<file path="src/sv/bcc_pkg.sv">
// ----------------------------------------------------------------------------
// Button click classifier package
// Shared types and constants: event codes, register indexes, reset values.
// ----------------------------------------------------------------------------
package bcc_pkg;

  localparam int unsigned TimeW  = 32;
  localparam int unsigned IndexW = 3;
  localparam int unsigned DataW  = 16;

  // Event codes carried in event_kind.
  typedef enum logic [1:0] {
    KIND_SINGLE = 2'd0,
    KIND_DOUBLE = 2'd1,
    KIND_TRIPLE = 2'd2,
    KIND_LONG   = 2'd3
  } event_kind_t;

  // Configuration register indexes.
  localparam logic [IndexW-1:0] REG_DEBOUNCE = 3'd0;
  localparam logic [IndexW-1:0] REG_SINGLE   = 3'd1;
  localparam logic [IndexW-1:0] REG_DOUBLE   = 3'd2;
  localparam logic [IndexW-1:0] REG_TRIPLE   = 3'd3;
  localparam logic [IndexW-1:0] REG_LONG     = 3'd4;
  localparam logic [IndexW-1:0] REG_BUTTON   = 3'd5;

  // Register values after reset.
  localparam logic [7:0]  RST_DEBOUNCE = 8'd30;
  localparam logic [15:0] RST_SINGLE   = 16'd300;
  localparam logic [15:0] RST_DOUBLE   = 16'd500;
  localparam logic [15:0] RST_TRIPLE   = 16'd700;
  localparam logic [15:0] RST_LONG     = 16'd1500;
  localparam logic [3:0]  RST_BUTTON   = 4'd0;

  // Highest click count that the counter holds.
  localparam logic [1:0] CLICKS_MAX = 2'd3;

  typedef struct packed {
    logic [7:0]  debounce_time;
    logic [15:0] single_window_ms;
    logic [15:0] double_window_ms;
    logic [15:0] triple_window_ms;
    logic [15:0] long_press_ms;
    logic [3:0]  button_id;
  } cfg_t;

  typedef struct packed {
    logic             valid;
    event_kind_t      kind;
    logic [TimeW-1:0] stamp;
    logic [3:0]       button;
  } evt_t;

endpackage

</file>
<file path="src/sv/bcc_in_if.sv">
// ----------------------------------------------------------------------------
// Sample channel
// Carries one raw pin sample and its millisecond timestamp per transaction.
// ----------------------------------------------------------------------------
interface bcc_in_if;
  logic        valid;
  logic        ready;
  logic        pin_level;
  logic [31:0] now_ms;

  modport source (output valid, output pin_level, output now_ms, input ready);
  modport sink   (input valid, input pin_level, input now_ms, output ready);
endinterface

</file>
<file path="src/sv/bcc_out_if.sv">
// ----------------------------------------------------------------------------
// Event channel
// Carries one classified button event per transaction.
// ----------------------------------------------------------------------------
interface bcc_out_if;
  logic        valid;
  logic        ready;
  logic [1:0]  event_kind;
  logic [31:0] event_time;
  logic [3:0]  event_button;

  modport source (output valid, output event_kind, output event_time,
                  output event_button, input ready);
  modport sink   (input valid, input event_kind, input event_time,
                  input event_button, output ready);
endinterface

</file>
<file path="src/sv/bcc_cfg_if.sv">
// ----------------------------------------------------------------------------
// Configuration write channel
// Carries a register index and write data per transaction.
// ----------------------------------------------------------------------------
interface bcc_cfg_if;
  logic        valid;
  logic        ready;
  logic [2:0]  index;
  logic [15:0] data;

  modport source (output valid, output index, output data, input ready);
  modport sink   (input valid, input index, input data, output ready);
endinterface

</file>
<file path="src/sv/bcc_cfg_regs.sv">
// ----------------------------------------------------------------------------
// Configuration registers
// Holds the timing windows and button identifier; ignores unknown indexes.
// ----------------------------------------------------------------------------
module bcc_cfg_regs
  import bcc_pkg::*;
(
  input  logic              clk,
  input  logic              rst,
  input  logic              wr_en,
  input  logic [IndexW-1:0] wr_index,
  input  logic [DataW-1:0]  wr_data,
  output cfg_t              cfg
);

  always_ff @(posedge clk) begin
    if (rst) begin
      cfg.debounce_time    <= RST_DEBOUNCE;
      cfg.single_window_ms <= RST_SINGLE;
      cfg.double_window_ms <= RST_DOUBLE;
      cfg.triple_window_ms <= RST_TRIPLE;
      cfg.long_press_ms    <= RST_LONG;
      cfg.button_id        <= RST_BUTTON;
    end else if (wr_en) begin
      unique case (wr_index)
        REG_DEBOUNCE: cfg.debounce_time    <= wr_data[7:0];
        REG_SINGLE:   cfg.single_window_ms <= wr_data;
        REG_DOUBLE:   cfg.double_window_ms <= wr_data;
        REG_TRIPLE:   cfg.triple_window_ms <= wr_data;
        REG_LONG:     cfg.long_press_ms    <= wr_data;
        REG_BUTTON:   cfg.button_id        <= wr_data[3:0];
        default: ;
      endcase
    end
  end

endmodule

</file>
<file path="src/sv/bcc_core.sv">
// ----------------------------------------------------------------------------
// Classifier core
// Debounce and click state with the next-state logic for one sample.
// ----------------------------------------------------------------------------
module bcc_core
  import bcc_pkg::*;
(
  input  logic             clk,
  input  logic             rst,
  input  logic             step,
  input  logic             pin_level,
  input  logic [TimeW-1:0] now_ms,
  input  cfg_t             cfg,
  output evt_t             evt
);

  logic             prev_raw, prev_raw_next;
  logic             stable_level, stable_level_next;
  logic [TimeW-1:0] bounce_start, bounce_start_next;
  logic [TimeW-1:0] edge_time, edge_time_next;
  logic [TimeW-1:0] first_click_at, first_click_at_next;
  logic [1:0]       clicks, clicks_next;
  logic             long_sent, long_sent_next;

  logic [TimeW-1:0] settle_age;
  logic [TimeW-1:0] idle;
  logic [TimeW-1:0] total;
  logic [15:0]      gap;

  always_comb begin
    prev_raw_next       = pin_level;
    stable_level_next   = stable_level;
    bounce_start_next   = (pin_level != prev_raw) ? now_ms : bounce_start;
    edge_time_next      = edge_time;
    first_click_at_next = first_click_at;
    clicks_next         = clicks;
    long_sent_next      = long_sent;
    evt.valid           = 1'b0;
    evt.kind            = KIND_SINGLE;
    evt.stamp           = now_ms;
    evt.button          = cfg.button_id;

    settle_age = now_ms - bounce_start_next;

    // A level that differs from the debounced one counts once it has settled.
    if (settle_age > {24'd0, cfg.debounce_time} && pin_level != stable_level) begin
      if (!pin_level) begin
        if (clicks == 2'd0) begin
          first_click_at_next = now_ms;
        end
        if (clicks != CLICKS_MAX) begin
          clicks_next = clicks + 2'd1;
        end
        long_sent_next = 1'b0;
      end else if (long_sent) begin
        clicks_next = 2'd0;
      end
      edge_time_next    = now_ms;
      stable_level_next = pin_level;
    end

    idle  = now_ms - edge_time_next;
    total = now_ms - first_click_at_next;
    gap   = (cfg.double_window_ms > cfg.single_window_ms)
          ? cfg.double_window_ms - cfg.single_window_ms : 16'd0;

    if (!stable_level_next) begin
      // Held: report a long press once.
      if (!long_sent_next && idle > {16'd0, cfg.long_press_ms}) begin
        long_sent_next = 1'b1;
        evt.valid      = 1'b1;
        evt.kind       = KIND_LONG;
      end
    end else if (clicks_next == 2'd3) begin
      clicks_next = 2'd0;
      evt.valid   = 1'b1;
      evt.kind    = KIND_TRIPLE;
    end else if (clicks_next == 2'd2 &&
                 (total > {16'd0, cfg.triple_window_ms} || idle > {16'd0, gap})) begin
      clicks_next = 2'd0;
      evt.valid   = 1'b1;
      evt.kind    = KIND_DOUBLE;
    end else if (clicks_next == 2'd1 &&
                 (total > {16'd0, cfg.double_window_ms} ||
                  idle > {16'd0, cfg.single_window_ms})) begin
      clicks_next = 2'd0;
      evt.valid   = 1'b1;
      evt.kind    = KIND_SINGLE;
    end
  end

  always_ff @(posedge clk) begin
    if (rst) begin
      prev_raw       <= 1'b1;
      stable_level   <= 1'b1;
      bounce_start   <= '0;
      edge_time      <= '0;
      first_click_at <= '0;
      clicks         <= 2'd0;
      long_sent      <= 1'b0;
    end else if (step) begin
      prev_raw       <= prev_raw_next;
      stable_level   <= stable_level_next;
      bounce_start   <= bounce_start_next;
      edge_time      <= edge_time_next;
      first_click_at <= first_click_at_next;
      clicks         <= clicks_next;
      long_sent      <= long_sent_next;
    end
  end

endmodule

</file>
<file path="src/sv/button_click_classifier.sv">
// ----------------------------------------------------------------------------
// Button click classifier
// Debounces an active-low button and reports single, double, triple clicks
// and long presses.
// ----------------------------------------------------------------------------
// Usage:
// Each sample transaction brings one raw pin level (0 pressed) and a free
// running millisecond timestamp that wraps modulo 2^32. Every sample is
// classified; most produce no event, some produce exactly one event
// transaction carrying its kind, the sample's timestamp and the button id.
// The configuration channel writes the debounce time, the three click
// windows, the long-press time and the button id; writes to unknown indexes
// are dropped. The configuration channel is always ready, and it should only
// be written while no sample is in flight.
// Throughput is one sample per clock while the event receiver does not stall.
// A sample is captured in an input register at its transaction and
// classified from there once the output register can take a result; its
// event, if any, is registered in the output register. The combinational
// logic between those registers holds the whole decision: a few 32-bit
// modular subtractions and compares.
// Reset restores the default windows and returns the button to released
// with no clicks pending. When the event receiver stalls, the output
// register holds its event and the input register fills, after which the
// sample channel drops ready until the event is taken.
// ----------------------------------------------------------------------------
module button_click_classifier
  import bcc_pkg::*;
(
  input  logic       clk,
  input  logic       rst,
  bcc_in_if.sink     sample,
  bcc_out_if.source  result,
  bcc_cfg_if.sink    cfg
);

  cfg_t cfg_q;
  evt_t evt;

  // Input register.
  logic             in_valid;
  logic             in_pin;
  logic [TimeW-1:0] in_now;

  // Output register.
  logic             out_valid;
  evt_t             out_evt;

  logic advance;
  logic step;

  // The output register can take a new result when empty or being drained.
  assign advance      = !out_valid || result.ready;
  assign step         = in_valid && advance;
  assign sample.ready = !in_valid || advance;
  assign cfg.ready    = 1'b1;

  bcc_cfg_regs u_cfg_regs (
    .clk      (clk),
    .rst      (rst),
    .wr_en    (cfg.valid),
    .wr_index (cfg.index),
    .wr_data  (cfg.data),
    .cfg      (cfg_q)
  );

  bcc_core u_core (
    .clk       (clk),
    .rst       (rst),
    .step      (step),
    .pin_level (in_pin),
    .now_ms    (in_now),
    .cfg       (cfg_q),
    .evt       (evt)
  );

  always_ff @(posedge clk) begin
    if (rst) begin
      in_valid <= 1'b0;
    end else if (sample.ready) begin
      in_valid <= sample.valid;
    end
  end

  always_ff @(posedge clk) begin
    if (sample.valid && sample.ready) begin
      in_pin <= sample.pin_level;
      in_now <= sample.now_ms;
    end
  end

  always_ff @(posedge clk) begin
    if (rst) begin
      out_valid <= 1'b0;
    end else if (advance) begin
      out_valid <= step && evt.valid;
    end
  end

  always_ff @(posedge clk) begin
    if (step && evt.valid && advance) begin
      out_evt <= evt;
    end
  end

  assign result.valid        = out_valid;
  assign result.event_kind   = out_evt.kind;
  assign result.event_time   = out_evt.stamp;
  assign result.event_button = out_evt.button;

endmodule

</file>
<file path="src/flat_wrapper.sv">
// flat-port wrapper written by rule: the top's interface ports become plain ports
module button_click_classifier_flat import bcc_pkg::*;
  (clk, rst, sample_valid, sample_pin_level, sample_now_ms, sample_ready, result_valid, result_event_kind, result_event_time, result_event_button, result_ready, cfg_valid, cfg_index, cfg_data, cfg_ready);
  bcc_in_if sample_i ();
  bcc_out_if result_i ();
  bcc_cfg_if cfg_i ();
  input  logic clk;
  input  logic rst;
  input wire logic [$bits(sample_i.valid)-1:0] sample_valid;
  input wire logic [$bits(sample_i.pin_level)-1:0] sample_pin_level;
  input wire logic [$bits(sample_i.now_ms)-1:0] sample_now_ms;
  output wire logic [$bits(sample_i.ready)-1:0] sample_ready;
  output wire logic [$bits(result_i.valid)-1:0] result_valid;
  output wire logic [$bits(result_i.event_kind)-1:0] result_event_kind;
  output wire logic [$bits(result_i.event_time)-1:0] result_event_time;
  output wire logic [$bits(result_i.event_button)-1:0] result_event_button;
  input wire logic [$bits(result_i.ready)-1:0] result_ready;
  input wire logic [$bits(cfg_i.valid)-1:0] cfg_valid;
  input wire logic [$bits(cfg_i.index)-1:0] cfg_index;
  input wire logic [$bits(cfg_i.data)-1:0] cfg_data;
  output wire logic [$bits(cfg_i.ready)-1:0] cfg_ready;
  assign sample_i.valid = sample_valid;
  assign sample_i.pin_level = sample_pin_level;
  assign sample_i.now_ms = sample_now_ms;
  assign sample_ready = sample_i.ready;
  assign result_valid = result_i.valid;
  assign result_event_kind = result_i.event_kind;
  assign result_event_time = result_i.event_time;
  assign result_event_button = result_i.event_button;
  assign result_i.ready = result_ready;
  assign cfg_i.valid = cfg_valid;
  assign cfg_i.index = cfg_index;
  assign cfg_i.data = cfg_data;
  assign cfg_ready = cfg_i.ready;
  button_click_classifier u_core (.clk(clk), .rst(rst), .sample(sample_i), .result(result_i), .cfg(cfg_i));
endmodule
</file>
<file path="config.mk">
export PLATFORM = sky130hd
export DESIGN_NAME = button_click_classifier_flat
export DESIGN_NICKNAME = d
export VERILOG_FILES = /design/src/sv/bcc_pkg.sv /design/src/sv/bcc_in_if.sv /design/src/sv/bcc_out_if.sv /design/src/sv/bcc_cfg_if.sv /design/src/sv/bcc_cfg_regs.sv /design/src/sv/bcc_core.sv /design/src/sv/button_click_classifier.sv /design/src/flat_wrapper.sv
export SDC_FILE = /design/constraint.sdc
export NUM_CORES = 1
export LEC_CHECK = 0
export BUFFER_PORTS_ARGS = -buffer_cell sky130_fd_sc_hd__buf_2
export CAP_MARGIN = 0
export CORE_UTILIZATION = 50
export DETAILED_ROUTE_END_ITERATION = 7
export GPL_TIMING_DRIVEN = 1
export HOLD_SLACK_MARGIN = 0.15
export PLACE_DENSITY_LB_ADDON = 0.05
export SLEW_MARGIN = 20
export SYNTH_ARGS = -nofsm -noshare
export SYNTH_HDL_FRONTEND = slang
export SYNTH_SLANG_ARGS = --single-unit
</file>
<file path="constraint.sdc">
create_clock -name clk -period 32.8 [get_ports clk]
set_input_delay 6.56 -clock clk [delete_from_list [all_inputs] [get_ports clk]]
set_output_delay 6.56 -clock clk [all_outputs]
set_load 0.02 [all_outputs]
</file>
==> key figures <==
Cells and area
  – Nets: 2505
  – Most common cell after layout, fill and taps aside: nand2_1
  – Layout fillers: 3372
  – Share of cells above drive strength 1: 0.0953
  – Synth-to-Final Area Change: 9.55%
  – Commonest cells after routing, fill and taps aside: 253 x nand2_1, 205 x nor2_1, 197 x a21oi_1, 182 x ha_1, 179 x dfxtp_1
  – Inserted Diodes: 0

Clock tree
  – Clock root buffer: clkbuf_16
  – Post-CTS setup buffer count: 0
  – TritonCTS clock tree: yes
  – Max clock buf depth: 3
  – H-tree levels: 1
  – Reg clk slew, reported paths: 0.06 ns
  – CTS Buf Count: 30
  – Number of gates resized after cts: 0
  – Clk Latency, worst-skew pair: 0.59 ns
  – Clock sinks: 250
  – Post-CTS Hold Fix Bufs: 0

Logic synthesis
  – Adder-cell area share of the yosys netlist: 0.131
  – Async SR Flop Fraction: 0
  – Ys flop type: dfxtp_1
  – Synthesized area per cell: 8.26 µm²
  – Synth Register Bits: 250
  – Number of synthesized flops with an enable pin: 71
  – Post-Synth Simple-Gate Area: 0.199
  – Mux share of post-synthesis cell area: 0.0513
  – Synth Instances: 2232
  – Largest family of logic cells by synthesized area: compound AO/OA/AOI/OAI gates
  – Post-Synth XOR/XNOR Area: 0.0341
  – Register area share after synthesis: 0.310
  – Number of unique standard cell types used by synthesis: 97
  – YS warnings: 0
  – Syn Nets: 2474
  – Post-synthesis compound-gate area fraction: 0.226
  – Synthesized area: 18400 µm²

Global routing
  – Total Routing Usage GR: 0.280
  – First-pass GRT wire length: 85.1 mm
  – Initial antenna violation count: 0
  – Vias in the first global route: 15600
  – GR Overflow Total: 0
  – Largest net degree at the start of global routing: 100

Setup path
  – Slowest CP cell: nor2b_1
  – Critical path type: in2out
  – Crit. End Element: output port
  – Crit-path max FO: 3
  – Worst Path Required: 26.24 ns
  – CP Cell Sequence: buf_2 -> nor2b_1 -> nand2_1 -> buf_2
  – Most used cell, CP: buf_2
  – CP startpoint kind: primary input
  – WP buf/inv: 2
  – Worst path max stage delay: 0.18 ns
  – CP Data Arrival Time: 7.09 ns
  – Largest delay share family, worst path: simple AND/OR/NAND/NOR gates

STA
  – # setup viols final: 0
  – Worst slew margin: 0.329
  – Setup TNS: 0 ns
  – Worst Tran Pin Value: 1.01 ns
  – Hold_ws: 0.441 ns
  – Min Tclk post-route: 13.65 ns
  – Skew final: 0.0312 ns
  – Maximum clock rate: 73.3 MHz
  – Unrepaired setup endpoints after global routing: false
  – Max Slew Vio Count: 0
  – Final Hold Viols: 0
  – Crit share post-route: 0.416

Placement
  – HPWL Detailed: 40.7 mm
  – Port buffer count: 96
  – RD Place Congestion: 0.930

Route
  – Drt drc: 0
  – Pre-Repair DR Iteration Count: 5
  – Iteration-0 DRC Markers: 1009
  – Per-cell routed wire length: 19.4 µm
  – Vias/cell: 6.01
  – Routed WL: 53.4 mm
  – Via Count: 16500
  – Final ANT Viol Nets: 0

Floorplan
  – IO Count: 98
  – Die Wd: 194 µm
  – Initial core utilization: 0.514
  – Core area: 35900 µm²
  – Die Y: 194 µm
  – Die ar.: 37700 µm²
  – # rows: 69

Power and ir drop
  – Pwr dens: 53.7 nW/µm²
  – Leakage dissipation: 0.00824 µW
  – Worst vdd ir: 0.0404 mV

Status
  – Status: finished clean

Flow run
  – # Max-Cap Violations: 0

Min path
  – Worst hold path type: reg2reg
[area by class of cell]
type                       instances  area (µm²)  share of cell area
multi-input combinational       1749       11900               0.587
sequential                       250        5720               0.283
clock buffer                      34         796              0.0394
tap                              461         577              0.0285
timing repair buffer             107         569              0.0282
inverter                         125         469              0.0232
clock inverter                    22         214              0.0106
[stage by stage]
stage | area, µm² | power [µW] | util | setup slack, ns | std cells
after global placement | 19200 | 739 | 0.534 | 19.16 | 2692
final | 20200 | 1080 | 0.563 | 19.15 | 2748
after detailed placement | 19200 | 745 | 0.534 | 19.16 | 2692
after floorplan | 18400 | 643 | - | 19.35 | 2232
after global routing | 20200 | 1150 | 0.563 | 19.10 | 2748
after CTS | 20200 | 1090 | 0.563 | 19.15 | 2748
[state kept, by name (all words and copies together), names as in the netlist]
signal                        flops
u_core.u_cfg_regs.cfg            76
u_core.in_now                    32
u_core.result.event_time         32
u_core.result.event_kind          2
u_core.u_core.clicks              2
u_core.result.valid               1
u_core.in_valid                   1
u_core.u_core.edge_time          32
u_core.u_core.prev_raw            1
u_core.u_core.first_click_at     32
u_core.in_pin                     1
u_core.u_core.bounce_start       32
u_core.u_core.long_sent           1
u_core.result.event_button        4
u_core.u_core.stable_level        1
[Yosys cell counts (5+ instances only)]
| master | instances | area [µm²] |
|---|---|---|
| nand2_1 | 253 | 950 |
| o21bai_1 | 13 | 97.6 |
| or2_2 | 10 | 62.6 |
| nand3b_1 | 20 | 150 |
| buf_2 | 8 | 40.0 |
| xnor2_1 | 38 | 333 |
| o22ai_1 | 8 | 50.1 |
| a311oi_1 | 5 | 43.8 |
| a31oi_1 | 11 | 68.8 |
| o21a_1 | 18 | 135 |
| dfxtp_1 | 179 | 3580 |
| o21ai_1 | 8 | 40.0 |
| xor2_1 | 30 | 263 |
| or4_1 | 9 | 67.6 |
| a21o_1 | 57 | 428 |
| a211o_1 | 24 | 210 |
| nor3_1 | 38 | 190 |
| buf_1 | 8 | 30.0 |
| o31ai_1 | 10 | 75.1 |
| clkbuf_1 | 87 | 327 |
| nand3_1 | 44 | 220 |
| and4_1 | 6 | 52.6 |
| ha_1 | 182 | 2280 |
| o221ai_1 | 9 | 78.8 |
| maj3_1 | 6 | 60.1 |
| nor2b_1 | 37 | 231 |
| mux2i_1 | 90 | 901 |
| inv_1 | 125 | 469 |
| nor2_1 | 208 | 781 |
| and2_1 | 16 | 100 |
| edfxtp_1 | 71 | 2130 |
| a21oi_1 | 198 | 991 |
| nand2b_1 | 39 | 244 |
| or3_1 | 10 | 62.6 |
| nand4_1 | 41 | 257 |
| o211ai_1 | 19 | 143 |
| o21ai_0 | 94 | 470 |
| a211oi_1 | 86 | 646 |
| nor4_1 | 11 | 68.8 |
[where the power goes]
part / leakage [µW] / switching, µW / internal (µW)
sequential: 0.00214 / 15.3 / 334
clock: 0.000496 / 141 / 198
combinational: 0.00561 / 242 / 154
[cell families after synthesis]
group	count (synthesis)
AND/OR/NAND/NOR	766
AO/OA/AOI/OAI	626
flip-flops	250
buffers and inverters	233
adder cells (fa/ha/maj)	192
multiplexers	94
XOR/XNOR	70
other	1
[per-layer routing]
metal | up-vias | track usage | wire (µm)
met5 | - | 0 | 0
met3 | 71 | 0.0388 | 3230
met2 | 447 | 0.446 | 23300
li1 | 8155 | - | -
met1 | 7830 | 0.400 | 25600
met4 | 0 | 0.0635 | 1230
[worst paths after layout]
kind / from / to / slack, ns / depth (start not counted)
max: result_ready / sample_ready / 19.15 / 4
min: u_core.u_cfg_regs.cfg[2] / u_core.result.event_button[2] / 0.44 / 0
max reg2reg: u_core.in_pin / u_core.result.event_button[2] / 20.68 / 47
min reg2reg: u_core.u_cfg_regs.cfg[2] / u_core.result.event_button[2] / 0.44 / 0
(Power assumes the default switching activity.)
